===== config.mk =====
export PLATFORM = sky130hd
export DESIGN_NAME = ztc_ctrl
export DESIGN_NICKNAME = d
export VERILOG_FILES = /design/src/rtl/ztc_pkg.sv /design/src/rtl/ztc_ctrl.sv
export SDC_FILE = /design/constraint.sdc
export NUM_CORES = 1
export LEC_CHECK = 0
export ABC_AREA = 1
export BUFFER_PORTS_ARGS = -buffer_cell sky130_fd_sc_hd__buf_2
export CAP_MARGIN = 10
export CORE_MARGIN = 2
export CORE_UTILIZATION = 52
export DETAILED_ROUTE_END_ITERATION = 7
export PLACE_DENSITY = 0.74
export SLEW_MARGIN = 25
export SYNTH_ARGS = -nofsm -noshare
export SYNTH_HDL_FRONTEND = slang
export SYNTH_SLANG_ARGS = --single-unit

===== constraint.sdc =====
create_clock -name clk -period 3 [get_ports clk]
set_input_delay 0.6 -clock clk [delete_from_list [all_inputs] [get_ports clk]]
set_output_delay 0.6 -clock clk [all_outputs]
set_load 0.05 [all_outputs]

===== src/rtl/ztc_pkg.sv =====
// Package: shared types, register codes, datapath commands and controller states.
`default_nettype none
package ztc_pkg;

	localparam int FRAC_BITS_DEF = 16;
	localparam int CFG_IDX_W     = 3;
	localparam int CFG_DATA_W    = 32;
	localparam int FACE_STEPS    = 11; // multiplies of the facing test per vertex
	localparam int PT_STEPS      = 3;  // multiplies per interpolated point
	localparam int STEP_W        = 4;

	localparam logic signed [31:0] DERIV_THR_RST = 32'sd65536;
	localparam logic [15:0]        COS_SQ_RST    = 16'd65372;

	typedef enum logic [CFG_IDX_W-1:0] {
		REG_DERIV_THR = 3'd0,
		REG_COS_SQ    = 3'd1,
		REG_DRAW_SUGG = 3'd2,
		REG_BYPASS    = 3'd3,
		REG_DRAW_ZDER = 3'd4
	} ztc_reg_t;

	typedef struct packed {
		logic signed [31:0] pos_x;
		logic signed [31:0] pos_y;
		logic signed [31:0] pos_z;
		logic signed [31:0] radial_curv;
		logic signed [31:0] radial_deriv;
		logic signed [15:0] normal_x;
		logic signed [15:0] normal_y;
		logic signed [15:0] normal_z;
		logic signed [31:0] view_x;
		logic signed [31:0] view_y;
		logic signed [31:0] view_z;
	} ztc_vtx_t;

	typedef struct packed {
		logic signed [31:0] start_x;
		logic signed [31:0] start_y;
		logic signed [31:0] start_z;
		logic signed [31:0] end_x;
		logic signed [31:0] end_y;
		logic signed [31:0] end_z;
		logic               contour_kind;
		logic               last_of_face;
	} ztc_seg_t;

	typedef struct packed {
		logic signed [31:0] pos_x;
		logic signed [31:0] pos_y;
		logic signed [31:0] pos_z;
		logic signed [31:0] curv;
		logic signed [31:0] deriv;
	} ztc_hv_t;

	typedef enum logic [2:0] {
		OP_NONE,
		OP_LOAD,
		OP_FMUL,
		OP_FDONE,
		OP_SEL,
		OP_DINIT,
		OP_DSTEP,
		OP_PMUL
	} ztc_op_t;

	typedef struct packed {
		ztc_op_t           op;
		logic [STEP_W-1:0] step;
		logic              kind;
		logic              edge_sel;
	} ztc_cmd_t;

	typedef struct packed {
		logic       third;
		logic [1:0] seg_live;
	} ztc_sts_t;

	typedef enum logic [3:0] {
		ST_IDLE,
		ST_FMUL,
		ST_FDRAIN,
		ST_FDONE,
		ST_SEL,
		ST_DINIT,
		ST_DIV,
		ST_PMUL,
		ST_PDRAIN,
		ST_EMIT0,
		ST_EMIT1
	} ztc_state_t;

endpackage
`default_nettype wire


===== src/rtl/ztc_ctrl.sv =====
// Controller: sequences facing multiplies, divisions, interpolation and emission.
`default_nettype none
module ztc_ctrl #(
	parameter int FRACTION_BITS = ztc_pkg::FRAC_BITS_DEF
) (
	input  wire logic              clk,
	input  wire logic              arst_n,
	input  wire logic              in_valid,
	output logic                   in_ready,
	output logic                   out_valid,
	input  wire logic              out_ready,
	input  wire ztc_pkg::ztc_sts_t sts,
	output ztc_pkg::ztc_cmd_t      cmd
);
	import ztc_pkg::*;

	localparam int CNT_W = $clog2(FRACTION_BITS + 1);

	ztc_state_t       state_q, state_d;
	logic [CNT_W-1:0] cnt_q, cnt_d;
	logic             kind_q, kind_d;
	logic             edge_q, edge_d;

	always_ff @(posedge clk or negedge arst_n) begin
		if (!arst_n) begin
			state_q <= ST_IDLE;
			cnt_q   <= '0;
			kind_q  <= 1'b0;
			edge_q  <= 1'b0;
		end else begin
			state_q <= state_d;
			cnt_q   <= cnt_d;
			kind_q  <= kind_d;
			edge_q  <= edge_d;
		end
	end

	always_comb begin
		state_d      = state_q;
		cnt_d        = cnt_q;
		kind_d       = kind_q;
		edge_d       = edge_q;
		in_ready     = 1'b0;
		out_valid    = 1'b0;
		cmd.op       = OP_NONE;
		cmd.step     = cnt_q[STEP_W-1:0];
		cmd.kind     = kind_q;
		cmd.edge_sel = edge_q;
		case (state_q)
			ST_IDLE: begin
				in_ready = 1'b1;
				if (in_valid) begin
					cmd.op  = OP_LOAD;
					cnt_d   = '0;
					state_d = ST_FMUL;
				end
			end
			ST_FMUL: begin
				cmd.op = OP_FMUL;
				cnt_d  = cnt_q + 1'b1;
				if (cnt_q == CNT_W'(FACE_STEPS - 1)) begin
					state_d = ST_FDRAIN;
				end
			end
			ST_FDRAIN: begin
				state_d = ST_FDONE;
			end
			ST_FDONE: begin
				cmd.op = OP_FDONE;
				kind_d = 1'b0;
				state_d = sts.third ? ST_SEL : ST_IDLE;
			end
			ST_SEL: begin
				cmd.op  = OP_SEL;
				edge_d  = 1'b0;
				state_d = ST_DINIT;
			end
			ST_DINIT: begin
				cmd.op  = OP_DINIT;
				cnt_d   = '0;
				state_d = ST_DIV;
			end
			ST_DIV: begin
				cmd.op = OP_DSTEP;
				cnt_d  = cnt_q + 1'b1;
				if (cnt_q == CNT_W'(FRACTION_BITS)) begin
					cnt_d   = '0;
					state_d = ST_PMUL;
				end
			end
			ST_PMUL: begin
				cmd.op = OP_PMUL;
				cnt_d  = cnt_q + 1'b1;
				if (cnt_q == CNT_W'(PT_STEPS - 1)) begin
					state_d = ST_PDRAIN;
				end
			end
			ST_PDRAIN: begin
				if (!edge_q) begin
					edge_d  = 1'b1;
					state_d = ST_DINIT;
				end else if (!kind_q) begin
					kind_d  = 1'b1;
					state_d = ST_SEL;
				end else begin
					state_d = ST_EMIT0;
				end
			end
			ST_EMIT0: begin
				cmd.kind = 1'b0;
				if (!sts.seg_live[0]) begin
					state_d = ST_EMIT1;
				end else begin
					out_valid = 1'b1;
					if (out_ready) begin
						state_d = ST_EMIT1;
					end
				end
			end
			ST_EMIT1: begin
				cmd.kind = 1'b1;
				if (!sts.seg_live[1]) begin
					state_d = ST_IDLE;
				end else begin
					out_valid = 1'b1;
					if (out_ready) begin
						state_d = ST_IDLE;
					end
				end
			end
			default: begin
				state_d = ST_IDLE;
			end
		endcase
	end
endmodule
`default_nettype wire


* Yosys cells after proc, flatten, opt, wreduce, memory -nomap -nowiden
Cells that the tools add are included.
Storage, ports and cells: memory bits (read-only) 0, memory bits (writable) 0, bits of input ports 7, latch bits 0, logic and storage cells 58, flip-flop bits (word level) 11, memories 0, output and inout bits 11
Operators by class: bitwise logic cells 0, div/mod/pow operators 0, reduce and logical (&&, ||, !) cells 8, magnitude comparators 0, equality and inequality tests 20, shifts and indexed selects 0, muxes and demuxes 25, add/sub/neg operators 1, multipliers 0
Operators by type and width (number):
- 4-bit one-hot mux with 11 select lines | 1
- 4-bit two-way mux | 10
- 3-bit one-hot mux with 7 select lines | 1
- 5-bit one-hot mux with 4 select lines | 1
- 4-bit by 3-bit equality test with 1-bit output (second input constant) | 4
- 4-bit equality test (second input constant) | 3
- 5-bit two-way mux | 2
- 2-bit inequality test (second input constant) | 5
- 4-bit by 2-bit equality test with 1-bit output (second input constant) | 2
- 1-bit one-hot mux with 2 select lines | 4
- 3-bit inequality test (second input constant) | 2
- 6-bit AND reduction | 1
- 5-bit by 1-bit adder with 5-bit output (second input constant) | 1
- 5-bit by 2-bit equality test with 1-bit output (second input constant) | 1
- 5-bit by 4-bit equality test with 1-bit output (second input constant) | 1
- 5-bit equality test (second input constant) | 1
- 1-bit two-way mux | 5
- 4-bit by 1-bit equality test with 1-bit output (second input constant) | 1
- 4-bit logical NOT | 1
- 2-bit AND reduction | 2
- 2-bit nonzero test | 2
- 4-bit nonzero test | 1
- 3-bit two-way mux | 1
- 2-bit OR reduction | 1

* Logic depth before layout (Yosys ltp)
Gate-level depths: netlist of run 1.
depth after elaboration 4, gate-level depth with buffers 9

* Least setup slack after synthesis of run 1
Ideal clock, no wire load.
path type reg-to-output, start reg state_q[1], end out cmd[1] (netlist bit), data arrival time 1.825 ns, path slack 0.575 ns, buffers on the path 0, stages on the path, launching flop included 7, path through dfrtp_1 inv_1 nand2_2 inv_1 nand2_2 inv_2 o21ai_0
RTL lines:
- start, declared | RTL line ztc_ctrl.sv:19 | ztc_state_t state_q, state_d;
- start signal, assigned | RTL line ztc_ctrl.sv:31 | state_q <= state_d;
- end, declared | RTL line ztc_ctrl.sv:13 | output ztc_pkg::ztc_cmd_t cmd

* Worst setup path in the final report of run 1
start reg state_q[2], end out out_valid
Between the ends: longest elaborated chain between the ends 2
RTL lines:
- 4-bit equality test | RTL line ztc_ctrl.sv:49 | case (state_q)
- 1-bit one-hot mux with 2 select lines * | RTL line ztc_ctrl.sv:49
- end, declared | RTL line ztc_ctrl.sv:10 | output logic out_valid,
Mark *: on every way between the ends. The rest lies on a longest branch, timed or not.

==> results by group, run 1 <==
Detailed routing
  – Remaining DRCs: 0
  – Number of antenna-violating nets in the routed design: 0
  – Total via count in the routed design: 824
  – Router iterations before antenna repair: 7
  – Wirelength per Cell: 11.25 um
  – Total wirelength of the detailed-routed design: 1.788 mm
  – Routed vias/inst: 5.182
  – Starting DRT DRC Count: 28

Die
  – Effective utilization at floorplan: 0.5698
  – Full die area: 2055 um2
  – Horizontal extent of the die: 45.33 um
  – Vertical die dimension: 45.33 um
  – Standard cell core area: 1559 um2
  – I/O pins: 18
  – Number of core rows: 14

Global route
  – Total track usage: 0.1914
  – Sum of overflow across all layers after global routing: 0
  – Pin count of the biggest net entering global routing: 12
  – Global-route wire length before repair: 2.815 mm
  – Initial antenna violation count: 0
  – Vias in the first global route: 652

Power and ir drop
  – P_leak: 0.5526 nW
  – Comb power frac: 0.658
  – Total power divided by cell area: 1068 nW/um2
  – Pwr Total: 1.049 mW
  – Net load switching power: 615.4 uW
  – Switching share of power: 0.5865
  – Part of the power in registers: 0.245
  – Share of power burned in the clock network: 0.096
  – Cell internal pwr: 433.8 uW
  – Largest voltage drop on the vdd net: 0.0007698 V

Clock network
  – Clk pin slew, worst setup/hold paths: 80 ps
  – Total clock sinks: 11
  – Post-CTS Setup Repair Bufs: 0
  – H-tree lvl count: 1
  – Clock root buffer master: sky130_fd_sc_hd__clkbuf_4
  – Clock buffer depth: 2
  – Clock tree from TritonCTS: done
  – Cts bufs inserted: 3
  – Worst skew pair latency: 260 ps
  – Quantity of gates resized following cts: 0
  – Hold-fix buffers, CTS: 0

Timing
  – Finish-stage setup viols: 0
  – Final Skew: 6.787 ps
  – Number of max-slew violations in the final report: 0
  – Period utilisation layout: 0.7195
  – Fin Setup TNS: 0 ps
  – Worst max-slew margin expressed relative to the limit: 0.8330
  – RSZ-0062 raised after global routing: false
  – Hold violation total from the final report: 0
  – Worst-margin pin slew: 250.5 ps
  – Peak clock frequency supported by timing: 0.4633 GHz
  – Final min period: 2159 ps

Logic synthesis
  – Post-synth design cell area: 888.4 um2
  – Unique cell type count in the Yosys netlist: 22
  – Warnings from Yosys: 0
  – Net Count, Synth: 137
  – Avg Cell Area, Syn: 6.995 um2
  – Post-synthesis sequential area ratio: 0.3099
  – Post-synthesis instance total: 127
  – Number of synthesized register bits: 11

Finish
  – Core Util, Final: 0.6300
  – Antenna cell count: 0
  – Area growth from synthesis to layout: 10.56%
  – Design area: 982.2 um2
  – Share of cells above drive strength 1: 0.2937
  – Final net count: 154

Placed design
  – Total cell area at the placement stage: 955.9 um2
  – Port bufs: 17
  – Routability cong.: 0.8951
  – Final HPWL DP: 1.411 mm

Critical path
  – Max FO, Critical Path: 3
  – Biggest cell delay along the critical path: 410 ps
  – Cell with the largest stage delay on the worst path: sky130_fd_sc_hd__dfrtp_1
  – Path depth of the worst reg2reg path: 9
  – Dominant delay contributor by cell family on the critical path: buffers and inverters
  – Stages on worst setup path: 8
  – Worst Setup Path Type: reg2out
  – Crit end category: output pin
  – Crit path launch type: register
  – CP required: 2400 ps
  – Critical Path AT: 1560 ps
  – Crit path buffers/inverters: 4
  – Series of cell instances along the critical path: inv_1 -> nand2_1 -> inv_1 -> nand2_2 -> inv_2 -> nand2_1 -> o21ai_1 -> buf_2

Job
  – Max-cap viol count: 0

Run status
  – Outcome: finished, final reports clean

Worst hold path
  – Worst hold path class: in2async
-- cells by family after synthesis --
| kind of cell | count (synthesis) | synth area share |
|---|---|---|
| DFF | 11 | 0.3099 |
| xor gates and xnor gates | 3 | 0.02958 |
| buffers and inverters | 28 | 0.1394 |
| adders and majority gates | 3 | 0.04226 |
| AOI/OAI and AO/OA | 17 | 0.1197 |
| and+or+nand+nor | 65 | 0.3591 |
-- Yosys cell counts --
cell	number	area, um2
sky130_fd_sc_hd__nand3_1	15	75.07
sky130_fd_sc_hd__a22oi_1	1	7.510
sky130_fd_sc_hd__xor2_1	3	26.28
sky130_fd_sc_hd__inv_1	17	63.81
sky130_fd_sc_hd__nand2_1	29	108.9
sky130_fd_sc_hd__ha_1	3	37.54
sky130_fd_sc_hd__buf_4	5	37.54
sky130_fd_sc_hd__nand2_2	9	56.30
sky130_fd_sc_hd__nand4_1	1	6.260
sky130_fd_sc_hd__o21ai_0	5	25.02
sky130_fd_sc_hd__nor2_1	6	22.52
sky130_fd_sc_hd__o21ai_1	3	15.01
sky130_fd_sc_hd__a21oi_1	1	5.000
sky130_fd_sc_hd__nand3_2	1	10.01
sky130_fd_sc_hd__o21bai_1	1	7.510
sky130_fd_sc_hd__nor2_2	1	6.260
sky130_fd_sc_hd__a32o_1	1	10.01
sky130_fd_sc_hd__inv_2	6	22.52
sky130_fd_sc_hd__o22ai_1	3	18.77
sky130_fd_sc_hd__nor2_4	3	33.78
sky130_fd_sc_hd__o21ai_2	2	17.52
sky130_fd_sc_hd__dfrtp_1	11	275.3
-- placed cells by master (no fill, tap or decap), types with 5 or more instances in the layout --
cell type and count:
sky130_fd_sc_hd__nand2_1 29, sky130_fd_sc_hd__inv_1 17, sky130_fd_sc_hd__buf_2 17, sky130_fd_sc_hd__nand3_1 15
sky130_fd_sc_hd__dfrtp_1 11, sky130_fd_sc_hd__nand2_2 9, sky130_fd_sc_hd__inv_2 6, sky130_fd_sc_hd__nor2_1 6
sky130_fd_sc_hd__o21ai_0 5
-- per-stage QoR --
stage	std cells	hold slack [ps]	setup slack, ps
global placement	155	487.1	1187
CTS	159	198.4	842.2
global route	159	203.5	725.4
floorplan	127	304.4	574.7
detailed placement	155	488.1	1143
finish	159	187.6	841.5
-- sequential cells by signal, summed over array words and instances (netlist names) --
| name | flops |
|---|---|
| edge_q | 1 |
| cnt_q | 5 |
| kind_q | 1 |
| state_q | 4 |
-- power groups by stage --
stage / Clock, mW / Sequential (mW) / Combinational, mW
4_1_cts: 0.106 / 0.256 / 0.692
3_5_place_dp: 0 / 0.259 / 0.689
5_1_grt: 0.113 / 0.265 / 0.755
6_report: 0.101 / 0.257 / 0.691
3_3_place_gp: 0 / 0.256 / 0.685
2_1_floorplan: 0 / 0.245 / 0.592
-- path summary, 6_finish.rpt --
kind | start | to | slack, ps
min in group clk | state_q[2] | state_q[2] | 530
min | arst_n | state_q[0] | 190
max in group asynchronous | arst_n | cnt_q[3] | 2600
min reg2reg | state_q[2] | state_q[2] | 530
max reg2reg | cnt_q[0] | state_q[1] | 1530
max | state_q[2] | out_valid | 840
-- final cells by class --
cell class / instances / area [um2]
timing repair buffer: 17 / 85.08
multi-input combinational: 88 / 489.2
tap: 16 / 20.02
fill: 140 / 576.8
clock buffer: 4 / 26.28
sequential: 11 / 275.3
inverter: 23 / 86.33
-- per-layer routing --
metal / track usage / routed length (um)
met1: 0.3010 / 914
met2: 0.2571 / 734
met3: 0.02400 / 115
met4: 0.08235 / 23
met5: 0 / 0
Power figures use the tool's default switching activity.
==> run 2: changes to the inputs <==
- ABC_AREA: 1 -> 0
- CORE_UTILIZATION: 52 -> 48
- PLACE_DENSITY: 0.74 -> 0.72
- clock period: 3 -> 1.86 ns (I/O delays scaled with it)
==> run 2 against run 1 <==
Area after synthesis shrank 2.3%. Highest routed layer unchanged. Hold slack better by 310 ps. Routed wire length grew 25%. Critical path type unchanged. Non-clock buffer count grew 9. Final area is 8.0% higher. Sequential share of layout area is 1.6 points lower. Die area rose by 5.4%. Synthesized cell count decreased by 11%. Critical endpoint is now cmd[7]. Clock skew shrank 3.9 ps.
==> results by group, run 2 <==
Detailed routing
  – Routed vias/inst: 5.620
  – Total wirelength of the detailed-routed design: 2.236 mm
  – Remaining DRCs: 0
  – Total via count in the routed design: 888
  – Starting DRT DRC Count: 37
  – Number of antenna-violating nets in the routed design: 0
  – Wirelength per Cell: 14.15 um
  – Router iterations before antenna repair: 4

Logic synthesis
  – Warnings from Yosys: 0
  – Top cells by area, synth: sky130_fd_sc_hd__dfrtp_1, sky130_fd_sc_hd__a21oi_1, sky130_fd_sc_hd__o21ai_0
  – Library cell with the highest instance count after synthesis: sky130_fd_sc_hd__a21oi_1
  – Unique cell type count in the Yosys netlist: 30
  – Synthesized-area fraction occupied by and/or/nand/nor cells: 0.2579
  – Post-synthesis compound-gate area fraction: 0.2536
  – Largest family of logic cells by synthesized area: simple AND/OR/NAND/NOR gates
  – Largest area contributor in the synthesized netlist: sky130_fd_sc_hd__dfrtp_1
  – Post-synthesis sequential area ratio: 0.3170
  – Multiplexer fraction of the synthesized cell area: 0.02594
  – Number of flops mapped to enable cells by yosys: 0
  – Share of Yosys cell area claimed by the top area cell type: 0.3170
  – Avg Cell Area, Syn: 7.684 um2
  – Post-synth design cell area: 868.3 um2
  – Adder and majority cell fraction of the synthesized area: 0.04323
  – Net Count, Synth: 123
  – Top cell types by occurrence after synthesis: sky130_fd_sc_hd__a21oi_1, sky130_fd_sc_hd__nand2_1, sky130_fd_sc_hd__dfrtp_1
  – Post-synthesis instance total: 113
  – Commonest register cell after synthesis: sky130_fd_sc_hd__dfrtp_1
  – Number of synthesized register bits: 11
  – Share of flip-flops with an asynchronous set or reset: 1.000
  – Synth Area in XOR/XNOR: 0

Global route
  – Vias in the first global route: 769
  – Global-route wire length before repair: 3.153 mm
  – Initial antenna violation count: 0
  – Total track usage: 0.2024
  – Pin count of the biggest net entering global routing: 17
  – Sum of overflow across all layers after global routing: 0

Clock network
  – Worst skew pair latency: 270 ps
  – Clock tree from TritonCTS: done
  – Cts bufs inserted: 3
  – H-tree lvl count: 1
  – Clock buffer depth: 2
  – Clock root buffer master: sky130_fd_sc_hd__clkbuf_4
  – Total clock sinks: 11
  – Clk pin slew, worst setup/hold paths: 80 ps

Timing
  – Worst max-slew margin expressed relative to the limit: 0.7860
  – Final min period: 1802 ps
  – Worst-margin pin slew: 318.1 ps
  – Hold violation total from the final report: 0
  – Hold WS: 502.1 ps
  – Period utilisation layout: 0.9688
  – Peak clock frequency supported by timing: 0.5550 GHz
  – RSZ-0062 raised after global routing: true
  – Final Skew: 2.909 ps
  – Finish-stage setup viols: 0
  – Number of max-slew violations in the final report: 0

Critical path
  – Max FO, Critical Path: 12
  – Crit path launch type: register
  – Crit end category: output pin
  – Worst r2r dst: state_q[0]
  – Reg2Reg Setup Slack: 80 ps
  – Crit path buffers/inverters: 1
  – Biggest cell delay along the critical path: 500 ps
  – Path depth of the worst reg2reg path: 7
  – CP required: 1490 ps
  – Critical Path AT: 1430 ps
  – Cell with the largest stage delay on the worst path: sky130_fd_sc_hd__dfrtp_2
  – Reg-to-reg critical path startpoint: cnt_q[1]
  – Series of cell instances along the critical path: nand2b_1 -> a21oi_2 -> buf_2
  – Worst Setup Path Type: reg2out
  – Dominant delay contributor by cell family on the critical path: flip-flops

Finish
  – Antenna cell count: 0
  – Share of cells above drive strength 1: 0.3308
  – Most common cell after layout, fill and taps aside: sky130_fd_sc_hd__buf_2
  – Fill cell total of the finished layout: 146
  – Commonest non-fill, non-tap cells in the layout: sky130_fd_sc_hd__buf_2, sky130_fd_sc_hd__nand2_1, sky130_fd_sc_hd__a21oi_1, sky130_fd_sc_hd__o21ai_0, sky130_fd_sc_hd__buf_4
  – Non-filler instance count after layout: 158
  – Biggest regs: cnt_q: 5 flops, state_q: 4 flops
  – Area growth from synthesis to layout: 22.19%
  – Register bank with the most flops: cnt_q
  – Final net count: 144
  – Number of flip-flops under the largest register name: 5

Job
  – Max-cap viol count: 0

Die
  – Horizontal extent of the die: 46.53 um
  – Number of core rows: 15
  – Standard cell core area: 1708 um2
  – I/O pins: 18
  – Full die area: 2165 um2
  – Effective utilization at floorplan: 0.5084
  – Vertical die dimension: 46.53 um

Worst hold path
  – Worst hold path class: in2async

Run status
  – Outcome: finished, final reports clean

Placed design
  – Total instance count after detailed placement: 149
  – Routability cong.: 0.8116
  – Port bufs: 17
  – Final HPWL DP: 1.453 mm
==> run 2: per-layer routing <==
layer | share of wire | routed length [um] | global-route usage | up-vias
met2 | 0.49 | 1105 | 0.3417 | 38
li1 | - | - | - | 435
met3 | 0.052 | 116 | 0.04314 | 2
met4 | 0.0027 | 6 | 0.04000 | 0
met1 | 0.45 | 1007 | 0.2643 | 413
met5 | 0 | 0 | 0 | -
==> run 2: worst register-to-register path: cells and delay by family (launching register included) <==
kind,cells,cell delay [ps]
and+or+nand+nor,1,120
buffers and inverters,1,70
AOI/OAI and AO/OA,3,530
muxes,1,330
DFF,1,440
adders and majority gates,1,170
==> run 2: stage by stage <==
step | TNS [ps] | util | cell area, um2 | setup WS [ps]
6_report | 0 | 0.6212 | 1061 | 58.09
5_1_grt | -85.82 | 0.6212 | 1061 | -34.31
4_1_cts | 0 | 0.5949 | 1016 | 14.25
3_5_place_dp | 0 | 0.5648 | 964.7 | 73.55
3_3_place_gp | 0 | 0.5648 | 964.7 | 147.5
2_1_floorplan | 0 | - | 880.8 | 35.77
==> run 2: cell families (layout without fill, tap and decap cells) <==
group,Yosys count,count (layout)
compound gates,35,35
simple gates,45,45
buf+inv,17,37
flops,11,11
fa+ha+maj,3,3
mux,2,2
==> run 2: area by class of cell <==
class | count | area, um2 | share of cell area
clock buffer | 3 | 22.52 | 0.02123
inverter | 7 | 26.28 | 0.02476
tap | 25 | 31.28 | 0.02948
multi-input combinational | 85 | 538.0 | 0.5071
sequential | 11 | 280.3 | 0.2642
clock inverter | 1 | 5.005 | 0.004717
timing repair buffer | 26 | 157.7 | 0.1486
==> run 2: worst max path at each step <==
stage | cells after the start | end | slack [ps] | start
finish | 3 | cmd[7] | 60 | state_q[2]
global route | 7 | state_q[0] | -30 | cnt_q[1]
CTS | 4 | cmd[6] | 10 | state_q[1]
detailed placement | 7 | state_q[0] | 70 | cnt_q[1]
global placement | 7 | state_q[2] | 150 | cnt_q[1]
floorplan | 5 | state_q[0] | 40 | state_q[3]
==> run 2: what timing repair did <==
item                       4_1_cts  5_1_grt
gates resized for setup          6        6
hold endpoints to repair        11        0
pin swaps                        0        1
setup endpoints to repair        5        6
setup buffers                    0        4
hold buffers                     1        0
Power of run 2 is not shown: default switching activity piles up to over one toggle a cycle in this logic, so the estimate is an artifact.
==> run 3: changes to the inputs <==
- GPL_ROUTABILITY_DRIVEN: not set -> 0
- REMOVE_ABC_BUFFERS: not set -> 1
==> run 3 against run 2 <==
Worst setup slack worse by 13 ps. Routed wire length is 0.18% lower. Core utilization is 0.15 points higher. Sequential share of layout area is 0.056 points higher. Hold slack worse by 7.3 ps. Clock skew is 2.2 ps higher. Cell count is 1.3% higher. Die area stayed put. Maximum frequency is 0.71% lower. Non-clock buffer count is 2 higher.
==> results by group, run 3 (synthesized netlist as in run 2, its figures left out) <==
Run status
  – Outcome: finished, final reports clean

Clock network
  – Clock buffer depth: 2
  – Total clock sinks: 11
  – Worst skew pair latency: 270 ps
  – H-tree lvl count: 1
  – Clk pin slew, worst setup/hold paths: 80 ps
  – Cts bufs inserted: 3
  – Clock tree from TritonCTS: done
  – Clock root buffer master: sky130_fd_sc_hd__clkbuf_4

Critical path
  – Series of cell instances along the critical path: clkbuf_2 -> nand3b_1 -> a21oi_1 -> buf_2
  – Critical Path AT: 1440 ps
  – Crit end category: output pin
  – Max FO, Critical Path: 6
  – Worst r2r dst: state_q[2]
  – Biggest cell delay along the critical path: 440 ps
  – Worst Setup Path Type: reg2out
  – CP required: 1490 ps
  – Crit path launch type: register
  – Reg2Reg Setup Slack: 60 ps
  – Dominant delay contributor by cell family on the critical path: buffers and inverters
  – Cell with the largest stage delay on the worst path: sky130_fd_sc_hd__dfrtp_2
  – Path depth of the worst reg2reg path: 7
  – Reg-to-reg critical path startpoint: cnt_q[1]
  – Crit path buffers/inverters: 2

Detailed routing
  – Total via count in the routed design: 894
  – Post-Route M1 WL: 1.076 mm
  – Topmost layer with routed signal wires: met3
  – Starting DRT DRC Count: 26
  – Total wirelength of the detailed-routed design: 2.232 mm
  – Met3 Routed Length: 106 um
  – Wirelength per Cell: 13.95 um
  – Number of antenna-violating nets in the routed design: 0
  – Router iterations before antenna repair: 4
  – Routed vias/inst: 5.588
  – Remaining DRCs: 0
  – Amount of wire on met2 after detailed routing: 1.050 mm

Placed design
  – Total instance count after detailed placement: 151
  – Final HPWL DP: 1.523 mm
  – Port bufs: 17

Finish
  – Non-filler instance count after layout: 160
  – Final net count: 146
  – Commonest non-fill, non-tap cells in the layout: sky130_fd_sc_hd__buf_2, sky130_fd_sc_hd__a21oi_1, sky130_fd_sc_hd__nand2_1, sky130_fd_sc_hd__buf_4, sky130_fd_sc_hd__o21ai_0
  – Most common cell after layout, fill and taps aside: sky130_fd_sc_hd__buf_2
  – Share of cells above drive strength 1: 0.3259
  – Biggest regs: cnt_q: 5 flops, state_q: 4 flops
  – Antenna cell count: 0
  – Register bank with the most flops: cnt_q
  – Area growth from synthesis to layout: 22.48%
  – Number of flip-flops under the largest register name: 5

Die
  – Standard cell core area: 1708 um2
  – Full die area: 2165 um2
  – Effective utilization at floorplan: 0.5084
  – Vertical die dimension: 46.53 um
  – Horizontal extent of the die: 46.53 um
  – I/O pins: 18
  – Number of core rows: 15

Global route
  – Pin count of the biggest net entering global routing: 15
  – Initial antenna violation count: 0
  – Vias in the first global route: 725
  – Global-route wire length before repair: 3.208 mm
  – Total track usage: 0.2058
  – Sum of overflow across all layers after global routing: 0

Timing
  – Number of max-slew violations in the final report: 0
  – Final min period: 1815 ps
  – RSZ-0062 raised after global routing: true
  – Hold violation total from the final report: 0
  – Peak clock frequency supported by timing: 0.5510 GHz
  – Worst-margin pin slew: 345.7 ps
  – Finish-stage setup viols: 0
  – Final Skew: 5.084 ps
  – Worst max-slew margin expressed relative to the limit: 0.7691
  – Period utilisation layout: 0.9757

Worst hold path
  – Worst hold path class: in2async

Job
  – Max-cap viol count: 0
[run 3: area by class of cell]
class | instances | area, um2
Multi-Input combinational cell | 85 | 523.0
Clock buffer | 4 | 26.28
Fill cell | 161 | 644.4
Inverter | 7 | 26.28
Sequential cell | 11 | 281.5
Timing Repair Buffer | 28 | 175.2
Tap cell | 25 | 31.28
[run 3: worst max path at each step]
stage	cells past startpoint	start	slack, ps	to
2_1_floorplan	5	state_q[2]	-410	state_q[0]
3_3_place_gp	7	cnt_q[1]	150	state_q[0]
4_1_cts	5	state_q[0]	40	cmd[6]
3_5_place_dp	7	cnt_q[1]	80	state_q[2]
6_report	4	state_q[0]	50	out_valid
5_1_grt	7	cnt_q[1]	-10	state_q[2]
[run 3: routing by layer]
layer / global-route usage / vias up
li1: - / 436
met1: 0.2983 / 428
met2: 0.3222 / 30
met3: 0.02353 / 0
met4: 0.05143 / 0
met5: 0 / -
[run 3: what timing repair did]
item / 4_1_cts / 5_1_grt
hold buffers: 1 / 0
hold endpoints to repair: 11 / 0
gates resized for setup: 8 / 8
buffers inserted: 0 / 4
setup endpoints to repair: 4 / 5
[run 3: per-stage QoR]
step           cell area [um2]  TNS [ps]  utilization  setup WS [ps]  hold WS, ps
2_1_floorplan            805.8     -1171            -         -409.2        76.41
3_3_place_gp             967.2         0       0.5663          153.0        255.9
3_5_place_dp             967.2         0       0.5663          79.44        261.1
4_1_cts                   1018         0       0.5963          39.03        510.5
5_1_grt                   1064    -10.02       0.6227         -10.02        519.5
6_report                  1064         0       0.6227          45.17        494.8
Power of run 3 is left out for the same reason.
